<file path="config.mk">
export PLATFORM = sky130hd
export DESIGN_NAME = lsc_queue
export DESIGN_NICKNAME = d
export VERILOG_FILES = /design/src/sv/lsc_pkg.sv /design/src/sv/lsc_queue.sv
export VERILOG_INCLUDE_DIRS = /design/src /design/src/sv
export SDC_FILE = /design/constraint.sdc
export NUM_CORES = 1
export LEC_CHECK = 0
export ABC_AREA = 1
export BUFFER_PORTS_ARGS = -buffer_cell sky130_fd_sc_hd__buf_2
export CAP_MARGIN = 20
export CORE_ASPECT_RATIO = 0.9
export CORE_UTILIZATION = 60
export CTS_BUF_LIST = sky130_fd_sc_hd__clkbuf_2
export CTS_CLUSTER_SIZE = 28
export DETAILED_ROUTE_END_ITERATION = 8
export PLACE_DENSITY = 0.81
export SETUP_SLACK_MARGIN = 0.05
export SYNTH_ARGS = -nofsm -noshare
export SYNTH_HDL_FRONTEND = slang
export SYNTH_SLANG_ARGS = --single-unit
</file>
<file path="constraint.sdc">
create_clock -name clk -period 10.3 [get_ports clk]
set_input_delay 2.06 -clock clk [delete_from_list [all_inputs] [get_ports clk]]
set_output_delay 2.06 -clock clk [all_outputs]
set_load 0.05 [all_outputs]
</file>
<file path="src/sv/lidar_scan_cluster_centroids_top_macros.svh">
// assertion helpers for the lidar cluster block
`ifndef LIDAR_SCAN_CLUSTER_CENTROIDS_TOP_MACROS_SVH
`define LIDAR_SCAN_CLUSTER_CENTROIDS_TOP_MACROS_SVH

// property holds every cycle outside reset
`define LSC_ASSERT(label, prop, msg) \
  label: assert property (@(posedge clk) disable iff (rst) (prop)) else $error(msg);

// antecedent implies consequent in the following cycle
`define LSC_ASSERT_NEXT(label, ante, cons, msg) \
  label: assert property (@(posedge clk) disable iff (rst) (ante) |=> (cons)) else $error(msg);

`endif

</file>
<file path="src/sv/lsc_pkg.sv">
//------------------------------------------------------------------------------
// lsc_pkg
// shared types and constants for the lidar cluster block
//------------------------------------------------------------------------------
`timescale 1ns / 1ps
package lsc_pkg;

  localparam int MaxSamples = 4096;
  localparam int IdxW       = $clog2(MaxSamples);
  localparam int ClusterCap = 4096;
  localparam logic [12:0] TallyMax = 13'd8191;
  localparam int PaddrW     = 5;
  localparam int QDepth     = 4;
  localparam int QPtrW      = $clog2(QDepth);

  localparam logic [PaddrW-1:0] RegAngleStart = 5'd0;
  localparam logic [PaddrW-1:0] RegAngleStep  = 5'd4;
  localparam logic [PaddrW-1:0] RegRangeMin   = 5'd8;
  localparam logic [PaddrW-1:0] RegRangeMax   = 5'd12;
  localparam logic [PaddrW-1:0] RegJoinDist   = 5'd16;
  localparam logic [PaddrW-1:0] RegMinPoints  = 5'd20;

  localparam logic KindCentroid = 1'b0;
  localparam logic KindSummary  = 1'b1;

  // one closed cluster or summary request for the back end
  typedef struct packed {
    logic        summary;
    logic        last;
    logic signed [29:0] sum_x;
    logic signed [29:0] sum_y;
    logic [12:0] count;
    logic [12:0] total;
  } job_t;

  typedef struct packed {
    logic        kind;
    logic signed [16:0] cx;
    logic signed [16:0] cy;
    logic [12:0] cnt;
    logic [12:0] total;
    logic        fin;
  } res_t;

endpackage

</file>
<file path="src/sv/lsc_queue.sv">
//------------------------------------------------------------------------------
// lsc_queue
// short fifo between the cluster tracker and the divider
//------------------------------------------------------------------------------
`timescale 1ns / 1ps
module lsc_queue
  import lsc_pkg::*;
(
  input  logic clk,
  input  logic rst,
  input  logic in_valid,
  output logic in_ready,
  input  job_t in_job,
  output logic out_valid,
  input  logic out_ready,
  output job_t out_job
);
  job_t mem [QDepth];
  logic [QPtrW-1:0] wp, rp;
  logic [QPtrW:0] cnt;
  logic push, pop;

  assign in_ready = cnt != (QPtrW+1)'(QDepth);
  assign out_valid = cnt != '0;
  assign out_job = mem[rp];
  assign push = in_valid && in_ready;
  assign pop = out_valid && out_ready;

  always_ff @(posedge clk) begin
    if (push) mem[wp] <= in_job;
  end

  always_ff @(posedge clk) begin
    if (rst) begin
      wp <= '0; rp <= '0; cnt <= '0;
    end else begin
      if (push) wp <= wp + 1'b1;
      if (pop) rp <= rp + 1'b1;
      cnt <= cnt + (QPtrW+1)'(push) - (QPtrW+1)'(pop);
    end
  end

  `include "lidar_scan_cluster_centroids_top_macros.svh"
  `LSC_ASSERT(a_bound, cnt <= (QPtrW+1)'(QDepth), "queue overflow")
  `LSC_ASSERT_NEXT(a_inc, push && !pop, cnt == $past(cnt) + 1'b1, "count slip")
  `LSC_ASSERT_NEXT(a_dec, pop && !push, cnt == $past(cnt) - 1'b1, "count slip")
endmodule

</file>
; After elaboration in Yosys (flattened, before gate mapping)
; Memory sizes are Yosys's and may differ from the RTL's. A register that Yosys moved wholly into a read port is not among the register bits.
; Index checks and enable logic that the tools add are counted.
[totals]
out_inout_bits = 90
ram_bits = 352
ff_bits = 7
inputBits = 92
n_memories = 1
[memory_table]
columns = memory, depth, width, read_ports, rd_ports_with_merged_regs, write_ports, line_no
row1 = mem, 4, 88, 1, 1, 1, lsc_queue.sv:18  ; job_t mem [QDepth];
[op_classes]
n_addsub = 4
n_mux = 4
reduce_logical = 3
n_eq_ne = 1
[op_table]
columns = cell, n
row1 = adder 2 x 1 -> 2 bit (second input constant), 2
row2 = two-way mux 2 bit, 2
row3 = adder 3 x 1 -> 3 bit, 1
row4 = inequality test 3 bit (second input constant), 1
row5 = nonzero test 3 bit, 1
row6 = subtractor 3 x 1 -> 3 bit, 1
row7 = logical AND 1 bit, 2
row8 = two-way mux 1 bit, 2

; Logic depth before layout (Yosys ltp)
[depth]
ltp_word = 4
depth_mapped = 10

; Worst setup path before layout
; Ideal clock, no wire load.
[synth_path]
kind = input-to-reg
startpoint = input port in_valid
endpoint = memory mem[0][0] (netlist name) (enable)
path_slack_ns = 3.883
arrival_ns = 5.881
required_ns = 9.764
n_path_buf = 0
stages = 2
cell_sequence = nand2_1 nor2_1
[synth_between]
elab_chain_cells = 3
[synth_lines]
columns = element, line_no
row1 = "start, declared", lsc_queue.sv:11  ; input logic in_valid,
row2 = logical AND 1 bit, lsc_queue.sv:26  ; assign push = in_valid && in_ready;
row3 = two-way mux 1 bit, lsc_queue.sv:30  ; if (push) mem[wp] <= in_job;
row4 = two-way mux 1 bit (not written as such), lsc_queue.sv:30
row5 = "end, declared", lsc_queue.sv:18
; No other way between the ends.

==> run metrics <==
Die X 160 um; # setup viols final 0; RR Startpoint cnt[1]; CTS tree done; Area growth syn-to-layout 12.9%; wire length of the first global-routing pass between 40 and 50 mm; total power density per cell area 261 mW/mm2; Die H approximately 140 um; worst-path maximum fanout 90; Critical-path top delay cell buf_4; layout cells sized above 1 about 28%; reg-to-reg slack, setup 7220 ps; outcome finished, final reports clean; DR WL/cell between 15 and 20 um; register area share after synthesis between 70% and 80%; placed cells about 1300; clock-pin slew on the worst setup and hold paths ~110 ps; H-tree depth reported by CTS 3; vias per cell around 5.6; pre-CTS setup slack between 5000 and 6000 ps; most common cell after layout, fill and taps aside edfxtp_1; library cells used by synthesis 20; DRC Markers 0; Post-Syn Area 0.0135 mm2; Post-Syn Instances 915; worst setup margin roughly 4400 ps; total wire length 26.8 mm; GR Util All Layers 23.4%; routability cong. about 0.72; core area about 0.022 mm2; Final Hold Fails 0; Critical R2R Capture mem[0][58]; CTS root buf clkbuf_2; clock sinks roughly 360; CP peak stage delay ~800 ps; number of global-route vias before repair approximately 8000; Vias 8365; post-detail-place hpwl approximately 15 mm; # IOs 182; clock latency on the worst-skew pair between 700 and 800 ps; ranking of synthesized cells by area edfxtp_1 (78%), nor2_1 (5.3%), o21ai_0 (4.5%); Hold Crit Class reg2reg; Hold Path Cell Cnt 2; initial antenna violation count 6; min-delay src rp[0]; setup tns final 0 ps; Max-cap violations 0; post-route insts no fill approximately 1500; min Tclk post-route slightly below 6000 ps; max-slew violation count 0; most frequent cells in the layout edfxtp_1 (352), nor2_1 (185), buf_2 (181); cts hold-fix bufs 0; Die ar. approximately 0.023 mm2; final worst-path cycle share a little under three fifths; Routed Antenna Nets 0; slew margin rel. between 30% and 40%; RSZ-0062 raised after global routing no; cts bufs inserted 82; FMAX roughly 170 MHz; VDD IR max roughly 250 uV; Syn Nets 1014; Worst Clk Skew about 35 ps; worst-case reg-to-reg path depth 5; number of detailed-route iterations in the first pass 5; type of origin of the critical path flop; Buffers on Ports 181; CP endpoint kind output port; leakage 5.50 nW; effective utilization at floorplan about 62%; post_cts resized 0; worst-path cell chain inv_4, buf_4, nor2_1, o22ai_1, buf_2; # fillers 1518; Layout Nets roughly 1200; crit path kind reg2out; total global routing overflow 0; largest area contributor in the netlist edfxtp_1; Total Power approximately 0.0040 W; top-area cell type share of the netlist area 78.4%; clk buf depth 3; Seq cells post-synth 361; largest net degree at the start of global routing a little over 100; postcts setup bufs 0; Core Rows 51; crit path DAT between 3000 and 4000 ps; DRT iter0 DRCs approximately 830; Critical Path RT about 8200 ps; Ys Warns 0; Tightest Pin Transition ~1000 ps; average size of a mapped cell between 10 and 15 um2
where the power goes:
group | switching (W) | leakage [nW] | internal, W
logic | 0.00104 | 1.65 | 0.000266
registers | 0.0000617 | 3.30 | 0.00179
clock network | 0.000496 | 0.553 | 0.000317
cell usage after synthesis:
cell and n:
buf_2 12, a21boi_0 2, nand3_1 3, buf_4 6
nor2_1 189, dfxtp_1 9, inv_4 1, inv_2 1
o22ai_1 88, inv_1 14, buf_6 12, a21oi_1 4
clkbuf_2 3, o21ai_1 55, clkbuf_1 23, o21ai_0 122
ha_1 6, nand2_1 12, edfxtp_1 352, fa_1 1
area by class of cell:
type / count / area, um2 / share of cell area [%]
well taps: 291 / 364 / 2.39
diodes: 4 / 10.0 / 0.0657
clock buffers: 125 / 626 / 4.11
inverters: 16 / 62.6 / 0.411
multi-input cells: 482 / 2370 / 15.5
flip-flops and latches: 361 / 10800 / 70.6
clock inverters: 15 / 58.8 / 0.386
repair buffers: 192 / 988 / 6.49
cells by family (layout without fill, tap and decap cells):
family / after synthesis / after routing / synth area share [%]
flops: 361 / 361 / 79.7
compound gates: 271 / 271 / 10.9
simple gates: 204 / 204 / 5.70
buf+inv: 72 / 348 / 3.00
fa+ha+maj: 7 / 7 / 0.705
other cells: 0 / 4 / 0
worst max-delay path, delay by kind of cell, from the launching register on:
family / cells / cell delay [ps]
compound gates: 1 / 320
buf+inv: 3 / 1880
simple gates: 1 / 110
flops: 1 / 600
worst max-delay path by stage:
stage	slack [ps]	endpoint	cells past startpoint	start
5_1_grt	4130	out_job[41]	5	flop
6_report	4410	out_job[41]	5	flop
3_3_place_gp	5400	out_job[39]	5	flop
2_1_floorplan	3880	mem[0][0]	2	in_valid
4_1_cts	4380	out_job[41]	5	flop
3_5_place_dp	5320	out_job[41]	5	flop
sequential cells by signal, summed over array words and instances, names as in the netlist, named ones only:
| register | count |
|---|---|
| wp | 2 |
| cnt | 3 |
| mem | 352 |
| rp | 2 |
routing by layer:
| metal | wire length, um | global-route usage, % |
|---|---|---|
| met2 | 12800 | 38.0 |
| met3 | 2330 | 6.05 |
| met1 | 10900 | 30.2 |
| met5 | 37 | 0 |
| met4 | 737 | 10.7 |
per-stage QoR:
step	util, %	hold WS, ps	instance area (um2)
floorplan	-	448	13500
global placement	66.6	464	14500
detailed placement	66.6	515	14500
CTS	69.7	516	15200
global route	69.8	561	15200
finish	69.8	503	15200
Power figures use the tool's default switching activity.
