[src/sv/lidar_scan_cluster_centroids_top_macros.svh]
// assertion helpers for the lidar cluster block
`ifndef LIDAR_SCAN_CLUSTER_CENTROIDS_TOP_MACROS_SVH
`define LIDAR_SCAN_CLUSTER_CENTROIDS_TOP_MACROS_SVH

// property holds every cycle outside reset
`define LSC_ASSERT(label, prop, msg) \
  label: assert property (@(posedge clk) disable iff (rst) (prop)) else $error(msg);

// antecedent implies consequent in the following cycle
`define LSC_ASSERT_NEXT(label, ante, cons, msg) \
  label: assert property (@(posedge clk) disable iff (rst) (ante) |=> (cons)) else $error(msg);

`endif

[src/sv/lsc_pkg.sv]
//------------------------------------------------------------------------------
// lsc_pkg
// shared types and constants for the lidar cluster block
//------------------------------------------------------------------------------
`timescale 1ns / 1ps
package lsc_pkg;

  localparam int MaxSamples = 4096;
  localparam int IdxW       = $clog2(MaxSamples);
  localparam int ClusterCap = 4096;
  localparam logic [12:0] TallyMax = 13'd8191;
  localparam int PaddrW     = 5;
  localparam int QDepth     = 4;
  localparam int QPtrW      = $clog2(QDepth);

  localparam logic [PaddrW-1:0] RegAngleStart = 5'd0;
  localparam logic [PaddrW-1:0] RegAngleStep  = 5'd4;
  localparam logic [PaddrW-1:0] RegRangeMin   = 5'd8;
  localparam logic [PaddrW-1:0] RegRangeMax   = 5'd12;
  localparam logic [PaddrW-1:0] RegJoinDist   = 5'd16;
  localparam logic [PaddrW-1:0] RegMinPoints  = 5'd20;

  localparam logic KindCentroid = 1'b0;
  localparam logic KindSummary  = 1'b1;

  // one closed cluster or summary request for the back end
  typedef struct packed {
    logic        summary;
    logic        last;
    logic signed [29:0] sum_x;
    logic signed [29:0] sum_y;
    logic [12:0] count;
    logic [12:0] total;
  } job_t;

  typedef struct packed {
    logic        kind;
    logic signed [16:0] cx;
    logic signed [16:0] cy;
    logic [12:0] cnt;
    logic [12:0] total;
    logic        fin;
  } res_t;

endpackage

[src/sv/lsc_divider.sv]
//------------------------------------------------------------------------------
// lsc_divider
// restoring divider for centroid sums, one quotient bit per cycle
//------------------------------------------------------------------------------
`timescale 1ns / 1ps
module lsc_divider
  import lsc_pkg::*;
(
  input  logic clk,
  input  logic rst,
  input  logic job_valid,
  output logic job_ready,
  input  job_t job,
  output logic res_valid,
  input  logic res_ready,
  output res_t res
);
  typedef enum logic [2:0] {
    D_IDLE = 3'b001,
    D_RUN  = 3'b010,
    D_OUT  = 3'b100
  } dstate_t;

  dstate_t state;
  job_t cur;
  logic [29:0] qx, qy;
  logic [12:0] remx, remy;
  logic [4:0] bitn;
  logic [29:0] ax, ay;
  logic [13:0] tx, ty;

  assign job_ready = (state == D_IDLE);
  assign res_valid = (state == D_OUT);
  assign tx = {remx, qx[29]};
  assign ty = {remy, qy[29]};

  always_comb begin
    res.kind = cur.summary ? KindSummary : KindCentroid;
    res.cx = cur.summary ? '0 : (cur.sum_x[29] ? 17'(-$signed(qx)) : 17'(qx));
    res.cy = cur.summary ? '0 : (cur.sum_y[29] ? 17'(-$signed(qy)) : 17'(qy));
    res.cnt = cur.summary ? '0 : cur.count;
    res.total = cur.total;
    res.fin = cur.last;
  end

  assign ax = job.sum_x[29] ? 30'(-job.sum_x) : job.sum_x;
  assign ay = job.sum_y[29] ? 30'(-job.sum_y) : job.sum_y;

  always_ff @(posedge clk) begin
    if (rst) begin
      state <= D_IDLE;
    end else begin
      unique case (state)
        D_IDLE: if (job_valid) begin
          cur <= job;
          qx <= ax; qy <= ay; remx <= '0; remy <= '0; bitn <= 5'd0;
          state <= job.summary ? D_OUT : D_RUN;
        end
        D_RUN: begin
          if (tx >= {1'b0, cur.count}) begin
            remx <= 13'(tx - {1'b0, cur.count}); qx <= {qx[28:0], 1'b1};
          end else begin
            remx <= tx[12:0]; qx <= {qx[28:0], 1'b0};
          end
          if (ty >= {1'b0, cur.count}) begin
            remy <= 13'(ty - {1'b0, cur.count}); qy <= {qy[28:0], 1'b1};
          end else begin
            remy <= ty[12:0]; qy <= {qy[28:0], 1'b0};
          end
          bitn <= bitn + 5'd1;
          if (bitn == 5'd29) state <= D_OUT;
        end
        D_OUT: if (res_ready) state <= D_IDLE;
        default: state <= D_IDLE;
      endcase
    end
  end

  `include "lidar_scan_cluster_centroids_top_macros.svh"
  `LSC_ASSERT(a_d_onehot, $onehot(state), "divider state")
  `LSC_ASSERT_NEXT(a_hold, res_valid && !res_ready, res_valid && $stable(res), "result drop")
  `LSC_ASSERT(a_nzdiv, state != D_RUN || cur.count != 13'd0, "zero divisor")
endmodule

[config.mk]
export PLATFORM = sky130hd
export DESIGN_NAME = lsc_divider
export DESIGN_NICKNAME = d
export VERILOG_FILES = /design/src/sv/lsc_pkg.sv /design/src/sv/lsc_divider.sv
export VERILOG_INCLUDE_DIRS = /design/src /design/src/sv
export SDC_FILE = /design/constraint.sdc
export NUM_CORES = 1
export LEC_CHECK = 0
export BUFFER_PORTS_ARGS = -buffer_cell sky130_fd_sc_hd__buf_2
export CAP_MARGIN = 20
export CORE_MARGIN = 8
export CORE_UTILIZATION = 40
export CTS_CLUSTER_DIAMETER = 40
export DETAILED_ROUTE_END_ITERATION = 10
export PLACE_DENSITY = 0.7
export SETUP_SLACK_MARGIN = 0.02
export SLEW_MARGIN = 10
export SYNTH_ARGS = -nofsm -noshare
export SYNTH_HDL_FRONTEND = slang
export SYNTH_SLANG_ARGS = --single-unit
[constraint.sdc]
create_clock -name clk -period 6.4 [get_ports clk]
set_input_delay 1.28 -clock clk [delete_from_list [all_inputs] [get_ports clk]]
set_output_delay 1.28 -clock clk [all_outputs]
set_load 0.05 [all_outputs]
Yosys cells after proc, flatten, opt, wreduce, memory -nomap -nowiden --
Cells that the tools add are included. W data, S select, Z words.
Cells by class: $add $sub $neg 7, order comparisons 2, shifts and indexed selects 0, eq/ne operators 7, reductions and logical operators 4, bitwise operators 1, muxes and demuxes 26, div/mod/pow operators 0, $mul 0
Operator list (number):
- $mux W30 | 4
- $pmux W30 S2 | 2
- $mux W17 | 4
- $neg A30 Y30 | 2
- $mux W13 | 4
- $pmux W13 S2 | 2
- $neg A17 Y17 | 2
- $ge A14 B13 Y1 | 2
- $sub A13 B13 Y13 | 2
- $mux W3 | 4
- $pmux W5 S2 | 1
- $pmux W3 S3 | 1
- $reduce_and A3 Y1 | 3
- $add A5 B1 Y5 const B | 1
- $eq A5 B5 Y1 const B | 1
- $mux W5 | 1
- $ne A2 B2 Y1 const B | 2
- $eq A3 B1 Y1 const B | 1
- $eq A3 B2 Y1 const B | 1
- $eq A3 B3 Y1 const B | 1
- $mux W1 | 3
- $ne A2 B1 Y1 const B | 1
- $reduce_bool A2 Y1 | 1
- $not A1 Y1 | 1
Storage, ports and cells: memories 0, output and inout port bits 64, flip-flop bits (word level) 182, bits of input ports 92, ROM bits 0, latch bits 0, memory bits (writable) 0, word-level logic and storage cells 59

Longest topological paths before layout --
word-level depth 4, gate-level depth with buffers 10, mapped depth without buffers 9

Least setup slack after synthesis --
OpenSTA, ideal clock, no wires.
path type register to register, start reg state[0], end reg bitn[0], enable pin, path buffers 0, period minus slack after synthesis 6.354 ns, setup slack 0.046 ns, data arrival time 5.812 ns, stages on the path, launching flop included 4, cells stage by stage dfxtp_1 -> nor3b_1 -> a21oi_1 -> nor2_1
Between the ends: cells in the longest elaborated chain, start to end 3, elaborated cells between the ends (all ways) 5
RTL lines:
- start, declared | line lsc_divider.sv:24 | dstate_t state;
- start signal, assigned | line lsc_divider.sv:57 | state <= job.summary ? D_OUT : D_RUN;
- $eq A3 B1 Y1 (*)
- named net job_ready | line lsc_divider.sv:12 | output logic job_ready,
- $ne A2 B2 Y1 (no line) / $reduce_bool A2 Y1 (equally long branches)
- $reduce_and A3 Y1 (no line) (*)
- end signal, assigned | line lsc_divider.sv:70 | bitn <= bitn + 5'd1;
- end, declared | line lsc_divider.sv:28 | logic [4:0] bitn;
Mark *: on every way through the listed nets, which the timed path passes. The rest lies on a longest branch. A chain may end at the register's enable or synchronous reset.

==> reports/qor.txt <==
Sequential power share: 38.2%
Layout cells sized above 1: 21.17%
WP buf/inv: 1
Comb power frac: 26.2%
Flops & latches, synth: 124
Flop-to-flop setup slack: 2950 ps
Crit path from: qy[5]
Startpoint types: flop
P_int: 1848 uW
Async set-reset flop share out of synthesis: 0%
Layout Nets: 1125
Clk_skew: 9.693 ps
Worst vdd ir: 0.1700 mV
Via-per-instance ratio: 5.353
I/O pins: 156
Die X: 160.6 um
Non-Filler Instances: 1286
DRT iter0 DRCs: 351
# H-tree levels: 4
Met3 usage: 4.121%
Synth cell types: 59
Synth area leaders: edfxtp_1 (43%), xor2_1 (9.2%), o21ai_0 (5.2%)
Most common cell in the netlist: edfxtp_1
GRT Util Overall: 16.50%
Seq/Total Area, Yosys: 44.15%
Critical path cell sequence: or4_1 -> nor2_1 -> nand3_1 -> o31ai_1 -> xor2_1 -> nor2_1 -> buf_2
Bufs on Longest Clock Path: 2
Clk pwr share: 35.6%
Top post-synthesis cells by count: edfxtp_1 (121), nand2_1 (96), nor2_1 (90)
F_max: 249.7 MHz
Area grow syn2layout: 18.29%
Vias in the first global route: 6699
Worst slew margin: 31.23%
Port Buffers: 155
Reg2reg end: remy[11]
Crit path capture: res[43]
Total number of vias: 6884
Yosys warnings: 0
Routed Antenna Nets: 0
Req. time, crit path: 5120 ps
Crit path arrival time: 2730 ps
Setup Fix Bufs, Post-CTS: 0
DR DRC count: 0
# resized after CTS: 0
Crit end category: output port
Post-synthesis cell area: 8367 um2
Global-route layer with the greatest usage: met2
Worst R2R Start: cur[13]
MaxCap Viol Count: 0
Pin count of the biggest net entering global routing: 110
Placed Cells: 1254
Sw Ratio: 33.44%
Top-area cell type share of the netlist area: 43.43%
Outcome: completed
Clk pin slew, worst setup/hold paths: 60 ps
CORE AREA: 20760 um2
Measured slew at the worst slew-check pin: 1032 ps
Final hold violations: 0
Antenna cells: 0
WL final: 21.38 mm
First-pass GRT wire length: 34.66 mm
Critical path depth: 7
WHS Path Cells: 2
Die area: 25800 um2
Top delay family on crit path: simple AND/OR/NAND/NOR gates
Synthesized instance count: 873
Row count: 53
Clock tree sinks: 124
Power density over the cells: 280.5 nW/um2
EDFF count, synth: 121
LEAKAGE: 0.003847 uW
Avg Inst Size Synth: 9.584 um2
Initial antenna violation count: 1
Switching Power: 928.5 uW
Die height: 160.6 um
Final-report max-slew violation count: 0
Clock Latency Late Sink: 420 ps
First-pass detailed-route iteration total: 4
CTS tree: built
Global Route met2 Usage: 26.51%
CTS Root Cell: clkbuf_16
Worst Reg-to-Reg Cells: 8
Met1 GRT Util: 21.97%
Total gr overflow: 0
GP Congestion: 0.8603
CP peak stage delay: 560 ps
Crit path time final: 4005 ps
Drt wl/cell: 16.62 um
Final setup violation count: 0
Post-synth top flop: edfxtp_1
Total power: 2777 uW
Final period util: 62.58%
Hold Crit Class: flop to flop
CP most frequent cell: nor2_1
CTS Buf Count: 17
Starting Density: 40.31%
Crit-path max FO: 3
Setup TNS: 0 ps
CP max stage cell: or4_1
Number of buffers inserted by hold repair at cts: 0
Kind of critical path: flop to output port
RSZ-0062 raised after global routing: no
Area leader, netlist: edfxtp_1
Net Count, Synth: 999
DP Wirelength: 15.59 mm
[worst min-delay path by stage]
stage | endpoint | startpoint
after floorplan | qx[18] | qx[17]
after CTS | qx[22] | qx[21]
after global placement | qx[21] | qx[20]
after global routing | qx[22] | qx[21]
final | qx[22] | qx[21]
after detailed placement | qx[21] | qx[20]
[worst register-to-register path, cell delays in order (launching register included)]
cell and delay (ps):
edfxtp_1 430, ha_1 260, fa_1 410, nand2b_1 200, a211oi_1 250, nor3_1 140
o31ai_4 740, nand2_1 350, o32ai_1 450
[placed cells by master, fill, tap and decap left out, types with 15 or more instances in the layout]
| cell type | count |
|---|---|
| buf_2 | 155 |
| a21oi_1 | 33 |
| xor2_1 | 88 |
| o21ai_0 | 87 |
| nor2_1 | 88 |
| edfxtp_1 | 121 |
| o31ai_1 | 31 |
| ha_1 | 32 |
| or3_1 | 15 |
| inv_1 | 32 |
| nor3_1 | 17 |
| nand3_1 | 23 |
| nand2_1 | 96 |
| clkbuf_16 | 17 |
[power groups by stage]
stage                     registers [uW]  logic, uW  clock network (uW)
after floorplan                     1070        553                   0
after global placement              1070        717                   0
after detailed placement            1080        730                   0
after CTS                           1060        734                1000
after global routing                1070        800                1040
final                               1060        729                 988
[logic make-up after synthesis]
group	share of synthesized area [%]
simple gates	16.94
xor+xnor	10.36
flops	44.15
compound gates	17.83
mux	0.9571
fa+ha+maj	5.264
buf+inv	4.501
[flip-flops by register name, indices dropped and copies added, names as in the netlist]
signal	count
qx	30
qy	30
cur	16
res	14
remx	13
remy	13
bitn	5
state	3
[routing by layer]
metal,up-vias,part of all wire [%]
met5,-,0.037
met4,2,0.97
met3,19,4.9
met2,180,46
met1,3237,48
li1,3446,-
[stage by stage]
step                cell area (um2)  worst slack [ps]  hold WS, ps  utilization (%)
floorplan                      8367             46.22        496.3                -
CTS                            9877              2406        525.4            47.59
global route                   9897              2250        558.1            47.68
global placement               9280              2878        502.9            44.71
finish                         9897              2395        523.0            47.68
detailed placement             9280              2796        513.7            44.71
[final cells by class]
type                            instances  area (um2)
Inverter                               32       120.1
Sequential cell                       124        3694
Fill cell                            1973       10860
Clock buffer                           17       425.4
Clock inverter                         14       171.4
Timing Repair Buffer                  160       825.8
Tap cell                              275       344.1
Multi-Input combinational cell        664        4317
No activity file was read; power rests on OpenSTA's default activity.
